===== config.mk =====
export PLATFORM = sky130hd
export DESIGN_NAME = gpu_port_bridge_regs_core
export DESIGN_NICKNAME = d
export VERILOG_FILES = /design/src/rtl/core/gpbr_pkg.sv /design/src/rtl/core/gpu_port_bridge_regs_core.sv
export SDC_FILE = /design/constraint.sdc
export NUM_CORES = 2
export LEC_CHECK = 0
export BUFFER_PORTS_ARGS = -buffer_cell sky130_fd_sc_hd__buf_2
export CAP_MARGIN = 20
export CELL_PAD_IN_SITES_DETAIL_PLACEMENT = 2
export CELL_PAD_IN_SITES_GLOBAL_PLACEMENT = 2
export CORE_MARGIN = 2
export CORE_UTILIZATION = 40
export DETAILED_ROUTE_END_ITERATION = 12
export PLACE_DENSITY = 0.64
export SLEW_MARGIN = 10
export SYNTH_ARGS = -nofsm -noshare
export SYNTH_HDL_FRONTEND = slang
export SYNTH_SLANG_ARGS = --single-unit

===== constraint.sdc =====
create_clock -name clk -period 15.6 [get_ports clk]
set_input_delay 1.56 -clock clk [delete_from_list [all_inputs] [get_ports clk]]
set_output_delay 1.56 -clock clk [all_outputs]
set_load 0.02 [all_outputs]

===== src/rtl/core/gpbr_pkg.sv =====
`timescale 1ns / 1ps
// ----------------------------------------------------------------------------
// GPU port bridge register package
// Shared payload types, access codes, register selects and constants.
// ----------------------------------------------------------------------------
package gpbr_pkg;

  localparam int DATA_FIFO_DEPTH_DEF = 32;
  localparam int CMD_FIFO_DEPTH_DEF  = 8;
  localparam int DATA_FIFO_SPARE_DEF = 1;

  localparam logic [1:0] OP_GPU_WR  = 2'd0;
  localparam logic [1:0] OP_GPU_RD  = 2'd1;
  localparam logic [1:0] OP_HOST_WR = 2'd2;
  localparam logic [1:0] OP_HOST_RD = 2'd3;

  localparam logic [2:0] SEL_GPU_DATA  = 3'd0;
  localparam logic [2:0] SEL_GPU_STAT  = 3'd1;
  localparam logic [2:0] SEL_HOST_STAT = 3'd0;
  localparam logic [2:0] SEL_HOST_CTRL = 3'd1;
  localparam logic [2:0] SEL_RESP_E2   = 3'd2;
  localparam logic [2:0] SEL_RESP_E3   = 3'd3;
  localparam logic [2:0] SEL_RESP_E4   = 3'd4;
  localparam logic [2:0] SEL_RESP_E5   = 3'd5;
  localparam logic [2:0] SEL_CMD_FIFO  = 3'd6;
  localparam logic [2:0] SEL_DATA_FIFO = 3'd7;

  localparam logic [1:0] CMD_CLASS_IMM = 2'd1;
  localparam logic [5:0] CMD_IRQ_ACK   = 6'h02;
  localparam logic [5:0] CMD_DMA_DIR   = 6'h04;

  localparam logic [1:0] DIR_OFF  = 2'd0;
  localparam logic [1:0] DIR_FIFO = 2'd1;
  localparam logic [1:0] DIR_RDMA = 2'd2;
  localparam logic [1:0] DIR_SEND = 2'd3;

  localparam logic [7:0]  IRQ1_TAG  = 8'h1F;
  localparam logic [31:0] MASK_E2   = 32'h000F_FFFF;
  localparam logic [31:0] MASK_E3E4 = 32'h0007_FFFF;
  localparam logic [31:0] MASK_E5   = 32'h003F_FFFF;

  localparam int ST_IRQ1     = 24;
  localparam int ST_DREQ     = 25;
  localparam int ST_RSEND    = 27;
  localparam int ST_RDMA     = 28;
  localparam int ST_DDIR_LO  = 29;
  localparam int CT_GPU_RDY  = 4;

  typedef struct packed {
    logic [1:0]  opcode;
    logic [2:0]  reg_select;
    logic [31:0] write_data;
  } in_item_t;

  typedef struct packed {
    logic [31:0] read_data;
    logic        host_irq;
    logic        iop_irq;
    logic        fifo_overflow;
    logic        fifo_underflow;
    logic        bad_access;
  } out_item_t;

endpackage


===== src/rtl/core/gpu_port_bridge_regs_core.sv =====
`timescale 1ns / 1ps
// ----------------------------------------------------------------------------
// GPU port bridge register core
// Data and command FIFOs, status, control and response registers between a
// GPU-style port pair and a host bus.
// ----------------------------------------------------------------------------
// The block takes one bus access per cycle and returns one result per access.
// An access is accepted into an issue stage, where FIFO pointers and fill
// counts are updated and the FIFO memory is read; when the output register
// is free, the register update and the result are formed from the issue
// stage and loaded into the output register, and a stalled output holds the
// issue stage and the input. Both FIFO stores are memories with registered
// reads and need no clearing pass.
module gpu_port_bridge_regs_core
  import gpbr_pkg::*;
#(
  parameter int DATA_FIFO_DEPTH = DATA_FIFO_DEPTH_DEF,
  parameter int CMD_FIFO_DEPTH  = CMD_FIFO_DEPTH_DEF,
  parameter int DATA_FIFO_SPARE = DATA_FIFO_SPARE_DEF
) (
  input  logic      clk,
  input  logic      rst_n,
  input  logic      in_valid,
  output logic      in_ready,
  input  in_item_t  in_data,
  output logic      out_valid,
  input  logic      out_ready,
  output out_item_t out_data
);

  localparam int DAW = $clog2(DATA_FIFO_DEPTH);
  localparam int DFW = $clog2(DATA_FIFO_DEPTH + 1);
  localparam int CAW = $clog2(CMD_FIFO_DEPTH);
  localparam int CFW = $clog2(CMD_FIFO_DEPTH + 1);

  typedef struct packed {
    logic [1:0]     opcode;
    logic [2:0]     reg_select;
    logic [31:0]    write_data;
    logic           data_pop_ok;
    logic           cmd_pop_ok;
    logic           host_irq;
    logic           fifo_overflow;
    logic           fifo_underflow;
    logic           bad_access;
    logic [DFW-1:0] data_fill;
    logic [CFW-1:0] cmd_fill;
  } issue_t;

  logic [31:0]    data_mem [DATA_FIFO_DEPTH];
  logic [31:0]    cmd_mem  [CMD_FIFO_DEPTH];
  logic [31:0]    data_rd_r;
  logic [31:0]    cmd_rd_r;

  logic [DAW-1:0] dhead_r, dhead_nxt, dtail_r, dtail_nxt;
  logic [DFW-1:0] dfill_r, dfill_nxt;
  logic [CAW-1:0] chead_r, chead_nxt, ctail_r, ctail_nxt;
  logic [CFW-1:0] cfill_r, cfill_nxt;

  logic           s1_valid_r;
  issue_t         s1_r, s1_nxt;
  logic           s1_adv;
  logic           in_xfer;

  logic [31:0]    status_r, status_nxt;
  logic [31:0]    ctrl_r, ctrl_nxt;
  logic [31:0]    resp_r [4];
  logic [31:0]    resp_nxt [4];
  logic [31:0]    lrw_r, lrw_nxt;

  logic           out_valid_r;
  out_item_t      out_r, out_nxt;

  logic is_dpush, is_dpop, is_cpush, is_cpop;
  logic dpush_do, dpop_do, cpush_do, cpop_do;
  logic dfull, dempty, cfull, cempty;

  assign s1_adv   = s1_valid_r && (!out_valid_r || out_ready);
  assign in_ready = !s1_valid_r || s1_adv;
  assign in_xfer  = in_valid && in_ready;

  assign dfull  = (32'(dfill_r) == 32'(DATA_FIFO_DEPTH));
  assign dempty = (dfill_r == '0);
  assign cfull  = (32'(cfill_r) == 32'(CMD_FIFO_DEPTH));
  assign cempty = (cfill_r == '0);

  always_comb begin
    is_dpush = ((in_data.opcode == OP_GPU_WR) && (in_data.reg_select == SEL_GPU_DATA)) ||
               ((in_data.opcode == OP_HOST_WR) && (in_data.reg_select == SEL_DATA_FIFO));
    is_dpop  = ((in_data.opcode == OP_GPU_RD) && (in_data.reg_select == SEL_GPU_DATA)) ||
               ((in_data.opcode == OP_HOST_RD) && (in_data.reg_select == SEL_DATA_FIFO));
    is_cpush = (in_data.opcode == OP_GPU_WR) && (in_data.reg_select == SEL_GPU_STAT) &&
               (in_data.write_data[29:28] != CMD_CLASS_IMM);
    is_cpop  = (in_data.opcode == OP_HOST_RD) && (in_data.reg_select == SEL_CMD_FIFO);

    dpush_do = in_xfer && is_dpush && !dfull;
    dpop_do  = in_xfer && is_dpop && !dempty;
    cpush_do = in_xfer && is_cpush && !cfull;
    cpop_do  = in_xfer && is_cpop && !cempty;

    dhead_nxt = dhead_r;
    dtail_nxt = dtail_r;
    dfill_nxt = dfill_r;
    chead_nxt = chead_r;
    ctail_nxt = ctail_r;
    cfill_nxt = cfill_r;
    if (dpush_do) begin
      dhead_nxt = (dhead_r == DAW'(DATA_FIFO_DEPTH - 1)) ? '0 : dhead_r + 1'b1;
      dfill_nxt = dfill_r + 1'b1;
    end
    if (dpop_do) begin
      dtail_nxt = (dtail_r == DAW'(DATA_FIFO_DEPTH - 1)) ? '0 : dtail_r + 1'b1;
      dfill_nxt = dfill_r - 1'b1;
    end
    if (cpush_do) begin
      chead_nxt = (chead_r == CAW'(CMD_FIFO_DEPTH - 1)) ? '0 : chead_r + 1'b1;
      cfill_nxt = cfill_r + 1'b1;
    end
    if (cpop_do) begin
      ctail_nxt = (ctail_r == CAW'(CMD_FIFO_DEPTH - 1)) ? '0 : ctail_r + 1'b1;
      cfill_nxt = cfill_r - 1'b1;
    end

    s1_nxt.opcode         = in_data.opcode;
    s1_nxt.reg_select     = in_data.reg_select;
    s1_nxt.write_data     = in_data.write_data;
    s1_nxt.data_pop_ok    = is_dpop && !dempty;
    s1_nxt.cmd_pop_ok     = is_cpop && !cempty;
    s1_nxt.host_irq       = is_cpush;
    s1_nxt.fifo_overflow  = (is_dpush && dfull) || (is_cpush && cfull);
    s1_nxt.fifo_underflow = is_cpop && cempty;
    s1_nxt.bad_access     = (((in_data.opcode == OP_GPU_WR) || (in_data.opcode == OP_GPU_RD)) &&
                             (in_data.reg_select > SEL_GPU_STAT)) ||
                            ((in_data.opcode == OP_HOST_WR) &&
                             (in_data.reg_select == SEL_CMD_FIFO));
    s1_nxt.data_fill      = dfill_nxt;
    s1_nxt.cmd_fill       = cfill_nxt;
  end

  always_ff @(posedge clk) begin
    if (dpush_do) begin
      data_mem[dhead_r] <= in_data.write_data;
    end
    if (dpop_do) begin
      data_rd_r <= data_mem[dtail_r];
    end
  end

  always_ff @(posedge clk) begin
    if (cpush_do) begin
      cmd_mem[chead_r] <= in_data.write_data;
    end
    if (cpop_do) begin
      cmd_rd_r <= cmd_mem[ctail_r];
    end
  end

  always_comb begin
    logic [31:0] w;
    logic [4:0]  dcnt;
    logic [2:0]  ccnt;
    logic        req;

    status_nxt = status_r;
    ctrl_nxt   = ctrl_r;
    lrw_nxt    = lrw_r;
    for (int i = 0; i < 4; i++) begin
      resp_nxt[i] = resp_r[i];
    end
    w    = '0;
    req  = 1'b0;
    dcnt = (32'(s1_r.data_fill) >= 32'h1F) ? 5'h1F : 5'(s1_r.data_fill);
    ccnt = (32'(s1_r.cmd_fill) >= 32'h7) ? 3'h7 : 3'(s1_r.cmd_fill);

    out_nxt.read_data      = '0;
    out_nxt.host_irq       = s1_r.host_irq;
    out_nxt.iop_irq        = 1'b0;
    out_nxt.fifo_overflow  = s1_r.fifo_overflow;
    out_nxt.fifo_underflow = s1_r.fifo_underflow;
    out_nxt.bad_access     = s1_r.bad_access;

    case (s1_r.opcode)
      OP_GPU_WR: begin
        if ((s1_r.reg_select == SEL_GPU_STAT) &&
            (s1_r.write_data[29:28] == CMD_CLASS_IMM)) begin
          case (s1_r.write_data[2:0])
            SEL_RESP_E2: lrw_nxt = resp_r[0] & MASK_E2;
            SEL_RESP_E3: lrw_nxt = resp_r[1] & MASK_E3E4;
            SEL_RESP_E4: lrw_nxt = resp_r[2] & MASK_E3E4;
            SEL_RESP_E5: lrw_nxt = resp_r[3] & MASK_E5;
            default:     lrw_nxt = lrw_r;
          endcase
        end
      end
      OP_GPU_RD: begin
        if (s1_r.reg_select == SEL_GPU_STAT) begin
          status_nxt[ST_RSEND]  = ctrl_r[CT_GPU_RDY];
          out_nxt.read_data     = status_nxt;
        end
      end
      OP_HOST_WR: begin
        unique case (s1_r.reg_select)
          SEL_HOST_STAT: status_nxt = s1_r.write_data;
          SEL_HOST_CTRL: ctrl_nxt   = s1_r.write_data;
          SEL_RESP_E2, SEL_RESP_E3, SEL_RESP_E4, SEL_RESP_E5: begin
            resp_nxt[2'(s1_r.reg_select - SEL_RESP_E2)] = s1_r.write_data;
          end
          default: ;
        endcase
      end
      default: begin
        unique case (s1_r.reg_select)
          SEL_HOST_STAT: out_nxt.read_data = status_r;
          SEL_HOST_CTRL: begin
            ctrl_nxt[12:8]    = dcnt;
            ctrl_nxt[18:16]   = ccnt;
            out_nxt.read_data = ctrl_nxt;
          end
          SEL_RESP_E2, SEL_RESP_E3, SEL_RESP_E4, SEL_RESP_E5: begin
            out_nxt.read_data = resp_r[2'(s1_r.reg_select - SEL_RESP_E2)];
          end
          SEL_CMD_FIFO: begin
            if (s1_r.cmd_pop_ok) begin
              w = cmd_rd_r;
              out_nxt.read_data = w;
              if (w[29:24] == CMD_IRQ_ACK) begin
                status_nxt[ST_IRQ1] = 1'b0;
              end else if (w[29:24] == CMD_DMA_DIR) begin
                status_nxt[ST_DDIR_LO+1:ST_DDIR_LO] = w[1:0];
                case (w[1:0])
                  DIR_FIFO: req = (32'(s1_r.data_fill) <
                                   32'(DATA_FIFO_DEPTH - DATA_FIFO_SPARE));
                  DIR_RDMA: req = status_r[ST_RDMA];
                  DIR_SEND: req = status_r[ST_RSEND];
                  default:  req = 1'b0;
                endcase
                status_nxt[ST_DREQ] = req;
              end
            end
          end
          default: ;
        endcase
      end
    endcase

    if (s1_r.data_pop_ok) begin
      out_nxt.read_data = data_rd_r;
      if (data_rd_r[31:24] == IRQ1_TAG) begin
        status_nxt[ST_IRQ1] = 1'b1;
        out_nxt.iop_irq     = 1'b1;
      end
    end else if ((((s1_r.opcode == OP_GPU_RD) && (s1_r.reg_select == SEL_GPU_DATA)) ||
                  ((s1_r.opcode == OP_HOST_RD) && (s1_r.reg_select == SEL_DATA_FIFO)))) begin
      out_nxt.read_data = lrw_r;
    end
  end

  always_ff @(posedge clk) begin
    if (!rst_n) begin
      dhead_r     <= '0;
      dtail_r     <= '0;
      dfill_r     <= '0;
      chead_r     <= '0;
      ctail_r     <= '0;
      cfill_r     <= '0;
      s1_valid_r  <= 1'b0;
      out_valid_r <= 1'b0;
      status_r    <= '0;
      ctrl_r      <= '0;
      lrw_r       <= '0;
      for (int i = 0; i < 4; i++) begin
        resp_r[i] <= '0;
      end
    end else begin
      dhead_r <= dhead_nxt;
      dtail_r <= dtail_nxt;
      dfill_r <= dfill_nxt;
      chead_r <= chead_nxt;
      ctail_r <= ctail_nxt;
      cfill_r <= cfill_nxt;
      if (in_ready) begin
        s1_valid_r <= in_valid;
      end
      if (s1_adv) begin
        out_valid_r <= 1'b1;
        status_r    <= status_nxt;
        ctrl_r      <= ctrl_nxt;
        lrw_r       <= lrw_nxt;
        for (int i = 0; i < 4; i++) begin
          resp_r[i] <= resp_nxt[i];
        end
      end else if (out_ready) begin
        out_valid_r <= 1'b0;
      end
    end
  end

  always_ff @(posedge clk) begin
    if (in_xfer) begin
      s1_r <= s1_nxt;
    end
    if (s1_adv) begin
      out_r <= out_nxt;
    end
  end

  assign out_valid = out_valid_r;
  assign out_data  = out_r;

`ifndef SYNTHESIS
  a_dfill_bound: assert property (@(posedge clk) disable iff (!rst_n)
    32'(dfill_r) <= 32'(DATA_FIFO_DEPTH))
    else $error("data FIFO fill count exceeds depth");

  a_cfill_bound: assert property (@(posedge clk) disable iff (!rst_n)
    32'(cfill_r) <= 32'(CMD_FIFO_DEPTH))
    else $error("command FIFO fill count exceeds depth");

  a_stall_blocks: assert property (@(posedge clk) disable iff (!rst_n)
    (s1_valid_r && out_valid_r && !out_ready) |-> !in_ready)
    else $error("issue stage overwritten while stalled");

  a_iop_tag: assert property (@(posedge clk) disable iff (!rst_n)
    (out_valid && out_data.iop_irq) |-> (out_data.read_data[31:24] == IRQ1_TAG))
    else $error("IOP interrupt without IRQ1 command word");

  a_flag_excl: assert property (@(posedge clk) disable iff (!rst_n)
    out_valid |-> !(out_data.fifo_underflow && (out_data.fifo_overflow || out_data.host_irq)))
    else $error("conflicting result flags");
`endif

endmodule


==> flow_summary.ini <==
[detailed_routing]
firstDrtPassIters = 5
vias = 38721
routed_wirelength_um = 223000
post_drt_wl_per_cell_um = 34.4
drt_iter0_drc = 3491
avgViaCountPerCell = 5.97
drc = 0
drtAntennaViolNets = 0

[min_path]
hold-path-cell-count = 0
hold_path_class = register to register
min_to = out_data[4]$_DFFE_PP_
worstHoldStart = out_nxt[4]$_DFFE_PP_

[sta]
setup_tns_ns = 0
drv_slew = 0
worst_slack_ns = 10.97
finClkSkew_ns = 0.0290
worstMarginPinSlew_ns = 1.18
fin_crit_sh_pct = 29.7
setup_violations = 0
rsz0062_at_grt = no
clock.fmax_mhz = 216
hold_violations = 0
timing.slew.headroom_pct = 20.0
fin_crit_ns = 4.63

[layout]
layout-drive-gt1-share_pct = 18.7
final.fill_count = 15371
nets = 4190
syn2layout_area_growth_pct = 14.1

[synthesis]
async_flop_share_pct = 0
syn_nets = 4093
netlist_area_um2 = 67100
synth_flop_cell = edfxtp_1
synth_seq_cells = 1668
synth-warning-count = 0
yosysUniqueCellTypes = 73
synth_cells = 4036
synth_edf_count = 1562
ys_seq_area_share_pct = 73.1
avgSynthCellArea_um2 = 16.6

[floorplan]
io_pins = 80
die_h_um = 413
core_area_um2 = 167000
die_w_um = 413
dieArea_um2 = 171000
start_util_pct = 40.2
rows = 150

[setup_path]
reg2reg_slack_ns = 10.97
rr_startpoint = dtail_r[0]$_SDFFE_PN0P_
required_ns = 16.14
worstReg2RegEnd = data_rd_r[20]$_DFFE_PP_
cp_max_fo = 43
crit_type = register to register
cp.arrival_ns = 5.17
endpoint_kind = register
r2r_cells = 6
cp-start-kind = register

[run_status]
status = complete, no violations

[grt]
grt_pass1_wl_um = 317000
grt_pass1_vias = 41266
grt-ovfl-total = 0
track_usage_pct = 26.2
antenna_found_initial = 16
grt_max_degree = 123

[placement]
pre_cts_slack_ns = 10.67
port_buffers = 79
place_congestion = 0.814
dp.final_hpwl_um = 134000

[cts]
postCtsSetupBuffers = 0
cts.path.max_buffers = 3
clk_pin_slew_ns = 0.06
clkLatencyLatePin_ns = 0.82
clock-root-buffer = clkbuf_16
clock_sinks = 1668
postCtsHoldBufs = 0
cts_tree = done
h-tree-depth = 4
cts-resized-gates = 0
cts-buffers-inserted = 181

[power_and_ir_drop]
leakage_nw = 24.0
cellPowerDensity_nw_per_um2 = 126
ir_worst_vdd_v = 0.0000946

[run]
maxCapViolations = 0
==> cells by family after synthesis <==
family	count (synthesis)	synth area share (%)
compound gates	655	6.44
simple gates	807	5.41
flops	1668	73.1
fa+ha+maj	16	0.299
xor+xnor	9	0.118
buf+inv	289	1.71
mux	592	12.9
==> routing by layer <==
layer  wire length, um  track usage (%)  share of wire, %  vias to the layer above
li1                  -                -                 -                    16243
met2            113000             44.9                51                     1177
met3             10200             3.17               4.6                      305
met5                 0                0                 0                        -
met4              5790             7.34               2.6                        0
met1             94000             35.0                42                    20996
==> worst max-delay path, cell delays in order (launching register included) <==
cell	delay, ns
dfxtp_4	0.71
buf_4	0.79
buf_4	0.81
buf_4	0.65
mux4_2	0.58
a22oi_1	0.40
nand4_1	0.16
==> power by group <==
part | internal (mW) | leakage, nW | total, mW | switching (mW)
Combinational | 0.0680 | 5.88 | 0.307 | 0.239
Sequential | 4.93 | 15.1 | 4.96 | 0.0310
Clock | 2.58 | 2.97 | 4.41 | 1.84
Total | 7.57 | 24.0 | 9.68 | 2.11
==> synth_stat cells (7+ instances only) <==
master     number  share of area, %
nand4_1        39              0.36
ha_1           16              0.30
o211ai_1       12              0.13
and3_1          7             0.065
a221oi_1       43              0.56
a22o_1          8              0.10
or3_1           8             0.075
a2111oi_0      13              0.17
dfxtp_1       106               3.2
nand2b_1       15              0.14
mux4_2        214               7.2
a22oi_1       174               1.9
a21boi_0        9              0.10
o31ai_1        14              0.16
inv_1          16             0.090
nand2_1       390               2.2
o21ai_0        55              0.41
and2_1          7             0.065
nor3_1         16              0.12
nand3_1        77              0.57
or2_2           9             0.084
nand3b_1        8             0.090
buf_2          38              0.28
nor2_1        173              0.97
nor2b_1        16              0.15
clkbuf_1      201               1.1
a31oi_1         7             0.065
mux2_2         42              0.71
xnor2_1         8              0.10
a211oi_1       27              0.30
a21oi_1       232               1.7
edfxtp_1     1562                70
mux2i_1       336               5.0
buf_1          27              0.15
o22ai_1        13              0.12
a2bb2oi_1      16              0.21
a32o_1          8              0.12
nor3b_1         8             0.090
==> registers in the layout (all words and copies together), names as in the netlist, 6 cells and up <==
signal	cells
s1_r	49
status_r	32
cmd_mem	256
resp_r	128
cmd_rd_r	32
lrw_r	22
ctrl_r	24
data_rd_r	32
data_mem	1024
out_data	37
dfill_r	6
==> cell type report <==
class                           instances  area, um2  share of cell area (%)
Multi-Input combinational cell       2079      17300                    22.6
Tap cell                             2204       2760                    3.60
Timing Repair Buffer                  184       1300                    1.69
Clock inverter                        114       1180                    1.55
Clock buffer                          221       4860                    6.35
Antenna cell                            2       5.00                 0.00654
Inverter                               19       72.6                  0.0948
Sequential cell                      1668      49000                    64.1
==> worst max path at each step <==
stage	startpoint	endpoint	slack [ns]
2_1_floorplan	out_ready	resp_r[0][0]$_SDFFCE_PN0P_	3.61
3_3_place_gp	in_data[36]	data_mem[8][17]$_DFFE_PP_	10.81
3_5_place_dp	in_data[36]	data_mem[17][19]$_DFFE_PP_	10.67
4_1_cts	dtail_r[0]$_SDFFE_PN0P_	data_rd_r[20]$_DFFE_PP_	10.83
5_1_grt	dtail_r[0]$_SDFFE_PN0P_	data_rd_r[20]$_DFFE_PP_	10.57
6_report	dtail_r[0]$_SDFFE_PN0P_	data_rd_r[20]$_DFFE_PP_	10.97
==> layout by cell type (no fill, tap or decap), types with 16 or more instances in the layout <==
cell / n
a211oi_1: 27
a21oi_1: 232
a221oi_1: 43
a22oi_1: 174
a2bb2oi_1: 16
buf_2: 79
buf_4: 96
bufinv_16: 22
clkbuf_1: 29
clkbuf_16: 187
clkinv_1: 38
clkinv_2: 44
dfxtp_1: 101
edfxtp_1: 1562
ha_1: 16
mux2_2: 42
mux2i_1: 336
mux4_2: 214
nand2_1: 389
nand3_1: 76
nand4_1: 39
nor2_1: 135
nor2_4: 38
o21ai_0: 55
==> stage by stage <==
step	cells	instance area, um2	hold slack [ns]	util [%]	total power [mW]
2_1_floorplan	4036	67100	0.400	-	5.18
3_3_place_gp	6148	70400	0.406	42.2	5.35
3_5_place_dp	6148	70400	0.409	42.2	5.36
4_1_cts	6483	76400	0.423	45.8	9.76
5_1_grt	6490	76500	0.427	45.9	9.93
6_report	6491	76500	0.421	45.9	9.68
No activity file was read; power rests on OpenSTA's default activity.
